$ cat src/sct_pkg.sv
`timescale 1ns / 1ps

package sct_pkg;

	localparam int KW_MAX_LEN = 11;
	localparam int KW_IDX_W   = $clog2(KW_MAX_LEN);
	localparam int NUM_KW     = 11;
	localparam int NUM_TY     = 13;
	localparam int OUT_DEPTH  = 4;
	localparam int OUT_PTR_W  = $clog2(OUT_DEPTH);
	localparam int OUT_CNT_W  = $clog2(OUT_DEPTH + 1);

	typedef enum logic [2:0] {
		MODE_IDLE = 3'd0,
		MODE_WORD = 3'd1,
		MODE_NUM  = 3'd2,
		MODE_EQ   = 3'd3,
		MODE_LT   = 3'd4,
		MODE_GT   = 3'd5,
		MODE_BANG = 3'd6
	} scan_mode_t;

	typedef enum logic [4:0] {
		TK_IDENT    = 5'd0,
		TK_KEYWORD  = 5'd1,
		TK_TYPE     = 5'd2,
		TK_NUMBER   = 5'd3,
		TK_EQ_EQ    = 5'd4,
		TK_LE       = 5'd5,
		TK_GE       = 5'd6,
		TK_NE       = 5'd7,
		TK_PLUS     = 5'd8,
		TK_MINUS    = 5'd9,
		TK_LPAREN   = 5'd10,
		TK_RPAREN   = 5'd11,
		TK_LBRACE   = 5'd12,
		TK_RBRACE   = 5'd13,
		TK_LBRACKET = 5'd14,
		TK_RBRACKET = 5'd15,
		TK_COLON    = 5'd16,
		TK_COMMA    = 5'd17,
		TK_SEMI     = 5'd18,
		TK_ASSIGN   = 5'd19,
		TK_AT       = 5'd20,
		TK_STAR     = 5'd21,
		TK_NOT      = 5'd22
	} tok_kind_t;

	typedef logic [KW_MAX_LEN-1:0][7:0] word_t;
	typedef logic [8*KW_MAX_LEN-1:0]    lit_t;

	typedef struct packed {
		scan_mode_t   mode;
		logic         seen;
		logic [31:0]  start;
		logic [15:0]  len;
		logic [31:0]  pos;
		word_t        prefix;
	} scan_state_t;

	typedef struct packed {
		tok_kind_t    kind;
		logic [3:0]   sub;
		logic [31:0]  start;
		logic [15:0]  len;
		logic         last;
	} token_t;

	typedef struct packed {
		tok_kind_t    kind;
		logic [3:0]   sub;
	} word_class_t;

	// text is left-justified, first char in the top byte, padded with blanks
	localparam lit_t KW_TXT [NUM_KW] = '{
		"proc       ", "include    ", "let        ", {"debug", "_print"},
		"struct     ", "enum       ", "if         ", "else       ",
		"while      ", "for        ", "do         "
	};
	localparam logic [3:0] KW_LEN [NUM_KW] = '{
		4'd4, 4'd7, 4'd3, 4'd11, 4'd6, 4'd4, 4'd2, 4'd4, 4'd5, 4'd3, 4'd2
	};

	localparam lit_t TY_TXT [NUM_TY] = '{
		"u8         ", "u16        ", "u32        ", "u64        ",
		"i8         ", "i16        ", "i32        ", "i64        ",
		"f32        ", "f64        ", "char8      ", "char16     ",
		"char32     "
	};
	localparam logic [3:0] TY_LEN [NUM_TY] = '{
		4'd2, 4'd3, 4'd3, 4'd3, 4'd2, 4'd3, 4'd3, 4'd3, 4'd3, 4'd3, 4'd5, 4'd6, 4'd6
	};

	function automatic word_class_t match_word(input word_t w, input logic [15:0] len);
		word_class_t r;
		logic        hit;
		logic        same;
		r.kind = TK_IDENT;
		r.sub  = '0;
		hit    = 1'b0;
		for (int k = 0; k < NUM_KW; k++) begin
			same = (len == 16'(KW_LEN[k]));
			for (int i = 0; i < KW_MAX_LEN; i++) begin
				if (i < int'(KW_LEN[k]) && w[i] != KW_TXT[k][8*(KW_MAX_LEN-1-i) +: 8])
					same = 1'b0;
			end
			if (!hit && same) begin
				hit    = 1'b1;
				r.kind = TK_KEYWORD;
				r.sub  = 4'(k);
			end
		end
		for (int k = 0; k < NUM_TY; k++) begin
			same = (len == 16'(TY_LEN[k]));
			for (int i = 0; i < KW_MAX_LEN; i++) begin
				if (i < int'(TY_LEN[k]) && w[i] != TY_TXT[k][8*(KW_MAX_LEN-1-i) +: 8])
					same = 1'b0;
			end
			if (!hit && same) begin
				hit    = 1'b1;
				r.kind = TK_TYPE;
				r.sub  = 4'(k);
			end
		end
		return r;
	endfunction

endpackage

$ cat src/sct_step.sv
`timescale 1ns / 1ps

module sct_step (
	input  logic [7:0]           char_in,
	input  logic                 end_of_text,
	input  sct_pkg::scan_state_t cur,
	output sct_pkg::scan_state_t nxt,
	output sct_pkg::token_t      tok_a,
	output sct_pkg::token_t      tok_b,
	output logic [1:0]           tok_cnt
);

	typedef struct packed {
		logic            vld;
		sct_pkg::token_t tok;
	} emit_t;

	function automatic emit_t close_tok(input sct_pkg::scan_state_t s);
		emit_t                e;
		sct_pkg::word_class_t wc;
		wc          = sct_pkg::match_word(s.prefix, s.len);
		e.vld       = 1'b0;
		e.tok.kind  = sct_pkg::TK_IDENT;
		e.tok.sub   = '0;
		e.tok.start = s.start;
		e.tok.len   = s.len;
		e.tok.last  = 1'b0;
		unique case (s.mode)
			sct_pkg::MODE_WORD: begin
				e.vld      = 1'b1;
				e.tok.kind = wc.kind;
				e.tok.sub  = wc.sub;
			end
			sct_pkg::MODE_NUM: begin
				e.vld      = 1'b1;
				e.tok.kind = sct_pkg::TK_NUMBER;
			end
			sct_pkg::MODE_EQ: begin
				e.vld      = 1'b1;
				e.tok.kind = sct_pkg::TK_ASSIGN;
				e.tok.len  = 16'd1;
			end
			sct_pkg::MODE_BANG: begin
				e.vld      = 1'b1;
				e.tok.kind = sct_pkg::TK_NOT;
				e.tok.len  = 16'd1;
			end
			default: ;
		endcase
		return e;
	endfunction

	logic                 is_alpha;
	logic                 is_num;
	logic                 is_blank;
	logic                 is_dot;
	logic                 is_eq;
	logic                 is_op_mode;
	logic                 taken;
	sct_pkg::scan_state_t mid;
	emit_t                e1;
	emit_t                e2;
	emit_t                e3;
	emit_t                tail;

	assign is_alpha = (char_in >= "a" && char_in <= "z") || (char_in >= "A" && char_in <= "Z")
		|| char_in == "_";
	assign is_num   = char_in >= "0" && char_in <= "9";
	assign is_blank = char_in == " " || (char_in >= 8'd9 && char_in <= 8'd13);
	assign is_dot   = char_in == ".";
	assign is_eq    = char_in == "=";
	assign is_op_mode = cur.mode == sct_pkg::MODE_EQ || cur.mode == sct_pkg::MODE_LT
		|| cur.mode == sct_pkg::MODE_GT || cur.mode == sct_pkg::MODE_BANG;

	always_comb begin
		unique case (cur.mode)
			sct_pkg::MODE_WORD: taken = is_alpha || is_num;
			sct_pkg::MODE_NUM:  taken = is_num || (is_dot && !cur.seen);
			sct_pkg::MODE_EQ,
			sct_pkg::MODE_LT,
			sct_pkg::MODE_GT,
			sct_pkg::MODE_BANG: taken = is_eq;
			default:            taken = 1'b0;
		endcase
	end

	always_comb begin
		mid        = cur;
		e1         = '0;
		e2         = '0;
		e2.tok.start = cur.pos;
		e2.tok.len   = 16'd1;
		if (taken) begin
			if (is_op_mode) begin
				e1.vld       = 1'b1;
				e1.tok.start = cur.start;
				e1.tok.len   = 16'd2;
				unique case (cur.mode)
					sct_pkg::MODE_EQ:   e1.tok.kind = sct_pkg::TK_EQ_EQ;
					sct_pkg::MODE_LT:   e1.tok.kind = sct_pkg::TK_LE;
					sct_pkg::MODE_GT:   e1.tok.kind = sct_pkg::TK_GE;
					default:            e1.tok.kind = sct_pkg::TK_NE;
				endcase
				mid.mode = sct_pkg::MODE_IDLE;
				mid.len  = '0;
			end else begin
				if (cur.mode == sct_pkg::MODE_WORD && cur.len < 16'(sct_pkg::KW_MAX_LEN))
					mid.prefix[cur.len[sct_pkg::KW_IDX_W-1:0]] = char_in;
				if (cur.mode == sct_pkg::MODE_NUM && is_dot)
					mid.seen = 1'b1;
				mid.len = (cur.len == 16'hFFFF) ? cur.len : cur.len + 16'd1;
			end
		end else begin
			e1       = close_tok(cur);
			mid.mode = sct_pkg::MODE_IDLE;
			mid.seen = 1'b0;
			mid.len  = '0;
			if (is_alpha) begin
				mid.mode      = sct_pkg::MODE_WORD;
				mid.start     = cur.pos;
				mid.len       = 16'd1;
				mid.prefix[0] = char_in;
			end else if (is_num) begin
				mid.mode  = sct_pkg::MODE_NUM;
				mid.start = cur.pos;
				mid.len   = 16'd1;
			end else if (!is_blank) begin
				case (char_in)
					"=": begin mid.mode = sct_pkg::MODE_EQ;   mid.start = cur.pos; end
					"<": begin mid.mode = sct_pkg::MODE_LT;   mid.start = cur.pos; end
					">": begin mid.mode = sct_pkg::MODE_GT;   mid.start = cur.pos; end
					"!": begin mid.mode = sct_pkg::MODE_BANG; mid.start = cur.pos; end
					"+": begin e2.vld = 1'b1; e2.tok.kind = sct_pkg::TK_PLUS;     end
					"-": begin e2.vld = 1'b1; e2.tok.kind = sct_pkg::TK_MINUS;    end
					"(": begin e2.vld = 1'b1; e2.tok.kind = sct_pkg::TK_LPAREN;   end
					")": begin e2.vld = 1'b1; e2.tok.kind = sct_pkg::TK_RPAREN;   end
					"{": begin e2.vld = 1'b1; e2.tok.kind = sct_pkg::TK_LBRACE;   end
					"}": begin e2.vld = 1'b1; e2.tok.kind = sct_pkg::TK_RBRACE;   end
					"[": begin e2.vld = 1'b1; e2.tok.kind = sct_pkg::TK_LBRACKET; end
					"]": begin e2.vld = 1'b1; e2.tok.kind = sct_pkg::TK_RBRACKET; end
					":": begin e2.vld = 1'b1; e2.tok.kind = sct_pkg::TK_COLON;    end
					",": begin e2.vld = 1'b1; e2.tok.kind = sct_pkg::TK_COMMA;    end
					";": begin e2.vld = 1'b1; e2.tok.kind = sct_pkg::TK_SEMI;     end
					"@": begin e2.vld = 1'b1; e2.tok.kind = sct_pkg::TK_AT;       end
					"*": begin e2.vld = 1'b1; e2.tok.kind = sct_pkg::TK_STAR;     end
					default: ;
				endcase
			end
		end
	end

	// flush at end of text
	always_comb begin
		nxt = mid;
		e3  = '0;
		if (end_of_text) begin
			e3       = close_tok(mid);
			nxt.mode = sct_pkg::MODE_IDLE;
			nxt.seen = 1'b0;
			nxt.len  = '0;
			nxt.pos  = '0;
		end else if (cur.pos != 32'hFFFF_FFFF) begin
			nxt.pos = cur.pos + 32'd1;
		end
	end

	// a punctuation beat leaves nothing pending, so e2 and e3 never coexist
	assign tail = e2.vld ? e2 : e3;

	always_comb begin
		tok_a      = e1.vld ? e1.tok : tail.tok;
		tok_a.last = !(e1.vld && tail.vld);
		tok_b      = tail.tok;
		tok_b.last = 1'b1;
		if (e1.vld && tail.vld)
			tok_cnt = 2'd2;
		else if (e1.vld || tail.vld)
			tok_cnt = 2'd1;
		else
			tok_cnt = 2'd0;
	end

endmodule

$ cat src/sct_out_fifo.sv
`timescale 1ns / 1ps

module sct_out_fifo (
	input  logic            clk,
	input  logic            arst_n,
	input  logic [1:0]      push_cnt,
	input  sct_pkg::token_t push_a,
	input  sct_pkg::token_t push_b,
	input  logic            pop,
	output sct_pkg::token_t head,
	output logic            not_empty,
	output logic            room_two
);

	sct_pkg::token_t                   mem_q [sct_pkg::OUT_DEPTH];
	logic [sct_pkg::OUT_PTR_W-1:0]     wr_ptr_q;
	logic [sct_pkg::OUT_PTR_W-1:0]     rd_ptr_q;
	logic [sct_pkg::OUT_CNT_W-1:0]     count_q;
	logic                              do_pop;

	assign not_empty = count_q != '0;
	assign room_two  = count_q <= sct_pkg::OUT_CNT_W'(sct_pkg::OUT_DEPTH - 2);
	assign head      = mem_q[rd_ptr_q];
	assign do_pop    = pop && not_empty;

	always_ff @(posedge clk or negedge arst_n) begin
		if (!arst_n) begin
			wr_ptr_q <= '0;
			rd_ptr_q <= '0;
			count_q  <= '0;
		end else begin
			wr_ptr_q <= wr_ptr_q + sct_pkg::OUT_PTR_W'(push_cnt);
			rd_ptr_q <= rd_ptr_q + sct_pkg::OUT_PTR_W'(do_pop);
			count_q  <= count_q + sct_pkg::OUT_CNT_W'(push_cnt) - sct_pkg::OUT_CNT_W'(do_pop);
		end
	end

	always_ff @(posedge clk) begin
		if (push_cnt != 2'd0)
			mem_q[wr_ptr_q] <= push_a;
		if (push_cnt == 2'd2)
			mem_q[wr_ptr_q + sct_pkg::OUT_PTR_W'(1)] <= push_b;
	end

endmodule

$ cat src/source_code_tokenizer.sv
`timescale 1ns / 1ps
// Streaming tokenizer: one source byte per input beat, tokens out.
// Input channel: char_in, end_of_text with in_valid / in_ready. Set
// end_of_text on the final byte of a text to flush the pending token and
// restart offsets at 0 for the next text.
// Output channel: lex_kind, sub_kind, start_offset, token_length and
// last_of_run with out_valid / out_ready. A byte yields zero, one or two
// tokens; last_of_run marks the final token a byte produced.
// Path: a byte accepted into the input register passes through the scan
// step into the result queue, whose head offers its tokens.
// Throughput: one byte per cycle; the result queue drains one token per
// cycle, so bytes that emit two tokens back to back slow input to the
// output rate. Keyword and type matching is a parallel compare in the step.
// Stall: the four-entry result queue absorbs output stalls; in_ready drops
// once fewer than two free entries remain and the input register is full.
// Reset: clears scan state, offset counter, input register and queue.
module source_code_tokenizer (
	input  logic        clk,
	input  logic        arst_n,
	input  logic [7:0]  char_in,
	input  logic        end_of_text,
	input  logic        in_valid,
	output logic        in_ready,
	output logic [4:0]  lex_kind,
	output logic [3:0]  sub_kind,
	output logic [31:0] start_offset,
	output logic [15:0] token_length,
	output logic        last_of_run,
	output logic        out_valid,
	input  logic        out_ready
);

	logic                 valid_s1;
	logic [7:0]           char_s1;
	logic                 eot_s1;
	logic                 advance;
	logic                 room_two;
	logic [1:0]           tok_cnt;
	logic [1:0]           push_cnt;
	sct_pkg::scan_state_t state_q;
	sct_pkg::scan_state_t state_nxt;
	sct_pkg::token_t      tok_a;
	sct_pkg::token_t      tok_b;
	sct_pkg::token_t      head;

	assign advance  = valid_s1 && room_two;
	assign in_ready = !valid_s1 || advance;
	assign push_cnt = advance ? tok_cnt : 2'd0;

	always_ff @(posedge clk or negedge arst_n) begin
		if (!arst_n) begin
			valid_s1 <= 1'b0;
		end else if (in_ready) begin
			valid_s1 <= in_valid;
		end
	end

	always_ff @(posedge clk) begin
		if (in_ready && in_valid) begin
			char_s1 <= char_in;
			eot_s1  <= end_of_text;
		end
	end

	always_ff @(posedge clk or negedge arst_n) begin
		if (!arst_n) begin
			state_q <= '0;
		end else if (advance) begin
			state_q <= state_nxt;
		end
	end

	sct_step u_step (
		.char_in     (char_s1),
		.end_of_text (eot_s1),
		.cur         (state_q),
		.nxt         (state_nxt),
		.tok_a       (tok_a),
		.tok_b       (tok_b),
		.tok_cnt     (tok_cnt)
	);

	sct_out_fifo u_out_fifo (
		.clk       (clk),
		.arst_n    (arst_n),
		.push_cnt  (push_cnt),
		.push_a    (tok_a),
		.push_b    (tok_b),
		.pop       (out_ready),
		.head      (head),
		.not_empty (out_valid),
		.room_two  (room_two)
	);

	assign lex_kind     = head.kind;
	assign sub_kind     = head.sub;
	assign start_offset = head.start;
	assign token_length = head.len;
	assign last_of_run  = head.last;

endmodule
$ cat config.mk
export PLATFORM = sky130hd
export DESIGN_NAME = source_code_tokenizer
export DESIGN_NICKNAME = d
export VERILOG_FILES = /design/src/sct_pkg.sv /design/src/sct_step.sv /design/src/sct_out_fifo.sv /design/src/source_code_tokenizer.sv
export SDC_FILE = /design/constraint.sdc
export NUM_CORES = 1
export LEC_CHECK = 0
export BUFFER_PORTS_ARGS = -buffer_cell sky130_fd_sc_hd__clkbuf_2
export CORE_AREA = 2 2 190 267
export DETAILED_ROUTE_END_ITERATION = 8
export DIE_AREA = 0 0 192 269
export PLACE_DENSITY = 0.66
export SETUP_SLACK_MARGIN = 0.2
export SYNTH_ARGS = -nofsm -noshare
export SYNTH_HDL_FRONTEND = slang
export SYNTH_SLANG_ARGS = --single-unit
$ cat constraint.sdc
create_clock -name clk -period 6.8 [get_ports clk]
set_input_delay 0.68 -clock clk [delete_from_list [all_inputs] [get_ports clk]]
set_output_delay 0.68 -clock clk [all_outputs]
set_load 0.005 [all_outputs]
==> key figures <==
Placement
  – Total placed cells including tap cells: 2945
  – Dpl cell area: 25400 um^2
  – GP Congestion: 1.02
  – DP HPWL: 61.6 mm
  – Port Buffers: 72
  – Placement Setup Slack: 1.14 ns

Finish
  – Most common cell after layout, fill and taps aside: edfxtp_1
  – Most frequent cells in the layout: 237 x edfxtp_1, 204 x nor2_1, 186 x nand2_1
  – Final Non-Filler Cells: 3023
  – Design area: 26900 um^2
  – Fill cells: 4308
  – Layout cell share with drive strength beyond 1: 17.6%
  – Ant diodes: 0
  – Final core utilization: 54.4%
  – Area Overhead vs Synth: 10.7%
  – Nets: 2371

GRT
  – Tot GR Track Use: 34.6%
  – First-pass GRT wire length: 132 mm
  – Largest net degree at the start of global routing: 92
  – Number of global-route vias before repair: 20700
  – Initial antenna violation count: 0
  – Grt ovf: 0

Synth
  – Synth Area in Simple Gates: 17.6%
  – Synth cell types: 91
  – Post-synthesis mux area share: 11.8%
  – Number of synthesized flops with an enable pin: 237
  – Register area share after synthesis: 48.1%
  – Syn avg cell area: 10.4 um^2
  – Synth Area in Adders: 0.689%
  – Register bit total from synthesis: 421
  – YS warnings: 0
  – XOR/XNOR Fraction of Synth Area: 1.22%
  – Top FF cell, synth: edfxtp_1
  – Area of the mapped netlist: 24300 um^2
  – Syn_nets: 2369
  – Cells after synthesis: 2344
  – Post-synthesis compound-gate area fraction: 17.2%
  – Async SR Flop Fraction: 42.8%
  – Main combinational cell family by area after synthesis: simple AND/OR/NAND/NOR gates

Route
  – Vias per cell: 6.96
  – Avg WL per Cell: 29.5 um
  – Residual DRC: 0
  – Total number of vias: 21000
  – Initial DRC Count: 2204
  – WL final: 89.0 mm
  – Antenna Nets Post-Route: 0
  – First-pass DRT Iterations: 6

STA
  – Crit path time final: 5.84 ns
  – Final setup violation count: 0
  – RSZ-0062 raised after global routing: false
  – Fin worst setup slack: 0.963 ns
  – Final worst-path cycle share: 85.8%
  – Slew headroom: 19.8%
  – Max Fclk: 171 MHz
  – Fin. max-slew vios: 0
  – Hold Violations, Final: 0
  – Worst slew pin tran: 1.19 ns
  – Clock Skews: 0.0136 ns
  – Fin Setup TNS: 0 ns

Die
  – # IOs: 73
  – Die width: 192 um
  – Core area: 49500 um^2
  – Die Y: 269 um
  – Row Count: 97
  – Die area: 51600 um^2
  – Starting Density: 49.1%

Power and ir drop
  – Peak supply drop: 0.000281 V
  – Leak pwr: 9.59 nW
  – Pwr Density: 311 nW/um^2

Clocking
  – Clock latency on the worst-skew pair: 0.58 ns
  – CTS Buffer Depth: 3
  – CTS resizes: 0
  – Setup Fix Bufs, Post-CTS: 0
  – CTS tree: yes
  – CTS H-tree lvls: 2
  – Clock Tree Root: clkbuf_16
  – Cts bufs inserted: 42
  – Post-CTS Hold Fix Bufs: 0
  – CTS sink count: 421
  – CTS clk-pin slew, worst paths: 0.06 ns

Worst setup path
  – Crit-path slowest cell: a2111oi_0
  – CP startpoint kind: flip-flop
  – Most used cell, CP: nor2_1
  – Critical path arrival: 6.15 ns
  – WP buf/inv: 2
  – Critical path class: reg -> reg
  – CP max stage delay: 0.75 ns
  – Top delay family on crit path: compound AO/OA/AOI/OAI gates
  – CP required: 7.11 ns
  – CP Max Fanout: 16
  – Endpoint class of the critical path: flip-flop
  – Crit path cell chain: nand4bb_1 > a2111oi_0 > a211oi_1 > nand2_1 > buf_4 > mux2_2 > nor2_1 > a21oi_1 > o21bai_1 > ha_1 > o21ai_1 > nor2_1 > nor2_1 > inv_2 > nand2_1 > nor2_1 > o21ai_0 > o31ai_1

Min path
  – Hold Crit Class: in -> async

Status
  – Status: finished, final reports clean

Job
  – Max Cap Viol: 0
-- synthesized netlist by cell type, drive strengths merged (19+ instances only) --
master  count  area, um^2
a22oi      50         375
and3       20         125
a31oi      34         213
edfxtp    237        7120
mux4       58        1310
nor3       52         260
o22ai     167        1040
a22o       44         385
o21ai     107         536
buf        19        78.8
mux2      105        1180
nor2b      27         169
nand2b     27         169
inv        32         120
clkbuf    168         631
dfrtp     180        4500
mux2i      39         390
nand3      79         395
nor2      206         773
nand2     187         702
nand4      48         300
xor2       25         219
nor4       35         240
a21oi      76         380
o31ai      34         260
and2       33         206
-- registers in the layout, indices dropped and copies added, names as in the netlist --
register             cells
valid_s1                 1
u_out_fifo.count_q       3
eot_s1                   1
state_q                172
u_out_fifo.rd_ptr_q      2
u_out_fifo.wr_ptr_q      2
u_out_fifo.mem_q       232
char_s1                  8
-- power breakdown --
| group | leakage [nW] | internal (mW) | switching (mW) | total, mW |
|---|---|---|---|---|
| registers | 4.67 | 2.94 | 0.288 | 3.23 |
| clock network | 0.743 | 1.49 | 1.04 | 2.53 |
| logic | 4.17 | 0.937 | 1.67 | 2.61 |
-- through the flow --
stage                     power, mW  hold WS [ns]
after floorplan                4.73         0.384
final                          8.37         0.193
after detailed placement       5.85         0.453
after CTS                      8.38         0.222
after global placement         5.83         0.441
after global routing           8.69         0.245
-- layout make-up --
class                      instances  area, um^2  area share, %
clock buffer                      59        1210           4.51
tap                              643         805           2.99
sequential                       421       11700           43.5
multi-input combinational       1702       11800           43.9
clock inverter                    19         294           1.09
inverter                          34         128          0.474
timing repair buffer             145         955           3.54
-- path summary, 6_finish.rpt --
path | start | endpoint | slack (ns) | depth (start not counted)
max | char_s1[5]$_DFFE_PP_ | u_out_fifo.mem_q[1][11]$_DFFE_PP_ | 0.96 | 18
min | arst_n | state_q[9]$_DFFE_PN0P_ | 0.19 | 1
max reg2reg | char_s1[5]$_DFFE_PP_ | u_out_fifo.mem_q[1][11]$_DFFE_PP_ | 0.96 | 18
min reg2reg | u_out_fifo.mem_q[2][0]$_SDFFE_PP1P_ | u_out_fifo.mem_q[2][0]$_SDFFE_PP1P_ | 0.47 | 1
max in group asynchronous | arst_n | u_out_fifo.rd_ptr_q[0]$_DFF_PN0_ | 5.34 | 2
min in group clk | end_of_text | eot_s1$_DFFE_PP_ | 0.27 | 1
-- metal layers --
metal / vias up / routed length [um] / part of all wire, % / track usage (%)
met5: - / 0 / 0 / 0
met4: 0 / 6600 / 7.4 / 22.1
met3: 306 / 5960 / 6.7 / 4.88
met2: 1164 / 44300 / 50 / 59.5
met1: 10500 / 32200 / 36 / 40.7
li1: 9094 / - / - / -
-- cells by family after synthesis --
group,count (synthesis)
xor+xnor,34
flops,421
mux,202
simple gates,827
fa+ha+maj,13
buf+inv,221
compound gates,626
-- worst register-to-register path, cell delays in order, from the launching register on --
cell and delay, ns:
edfxtp_1 0.65, nand4bb_1 0.34, a2111oi_0 0.75, a211oi_1 0.29, nand2_1 0.13, buf_4 0.20
mux2_2 0.40, nor2_1 0.28, a21oi_1 0.07, o21bai_1 0.15, ha_1 0.32, o21ai_1 0.43
nor2_1 0.26, nor2_1 0.51, inv_2 0.12, nand2_1 0.32, nor2_1 0.08, o21ai_0 0.17
o31ai_1 0.10
No activity file was read; power rests on OpenSTA's default activity.
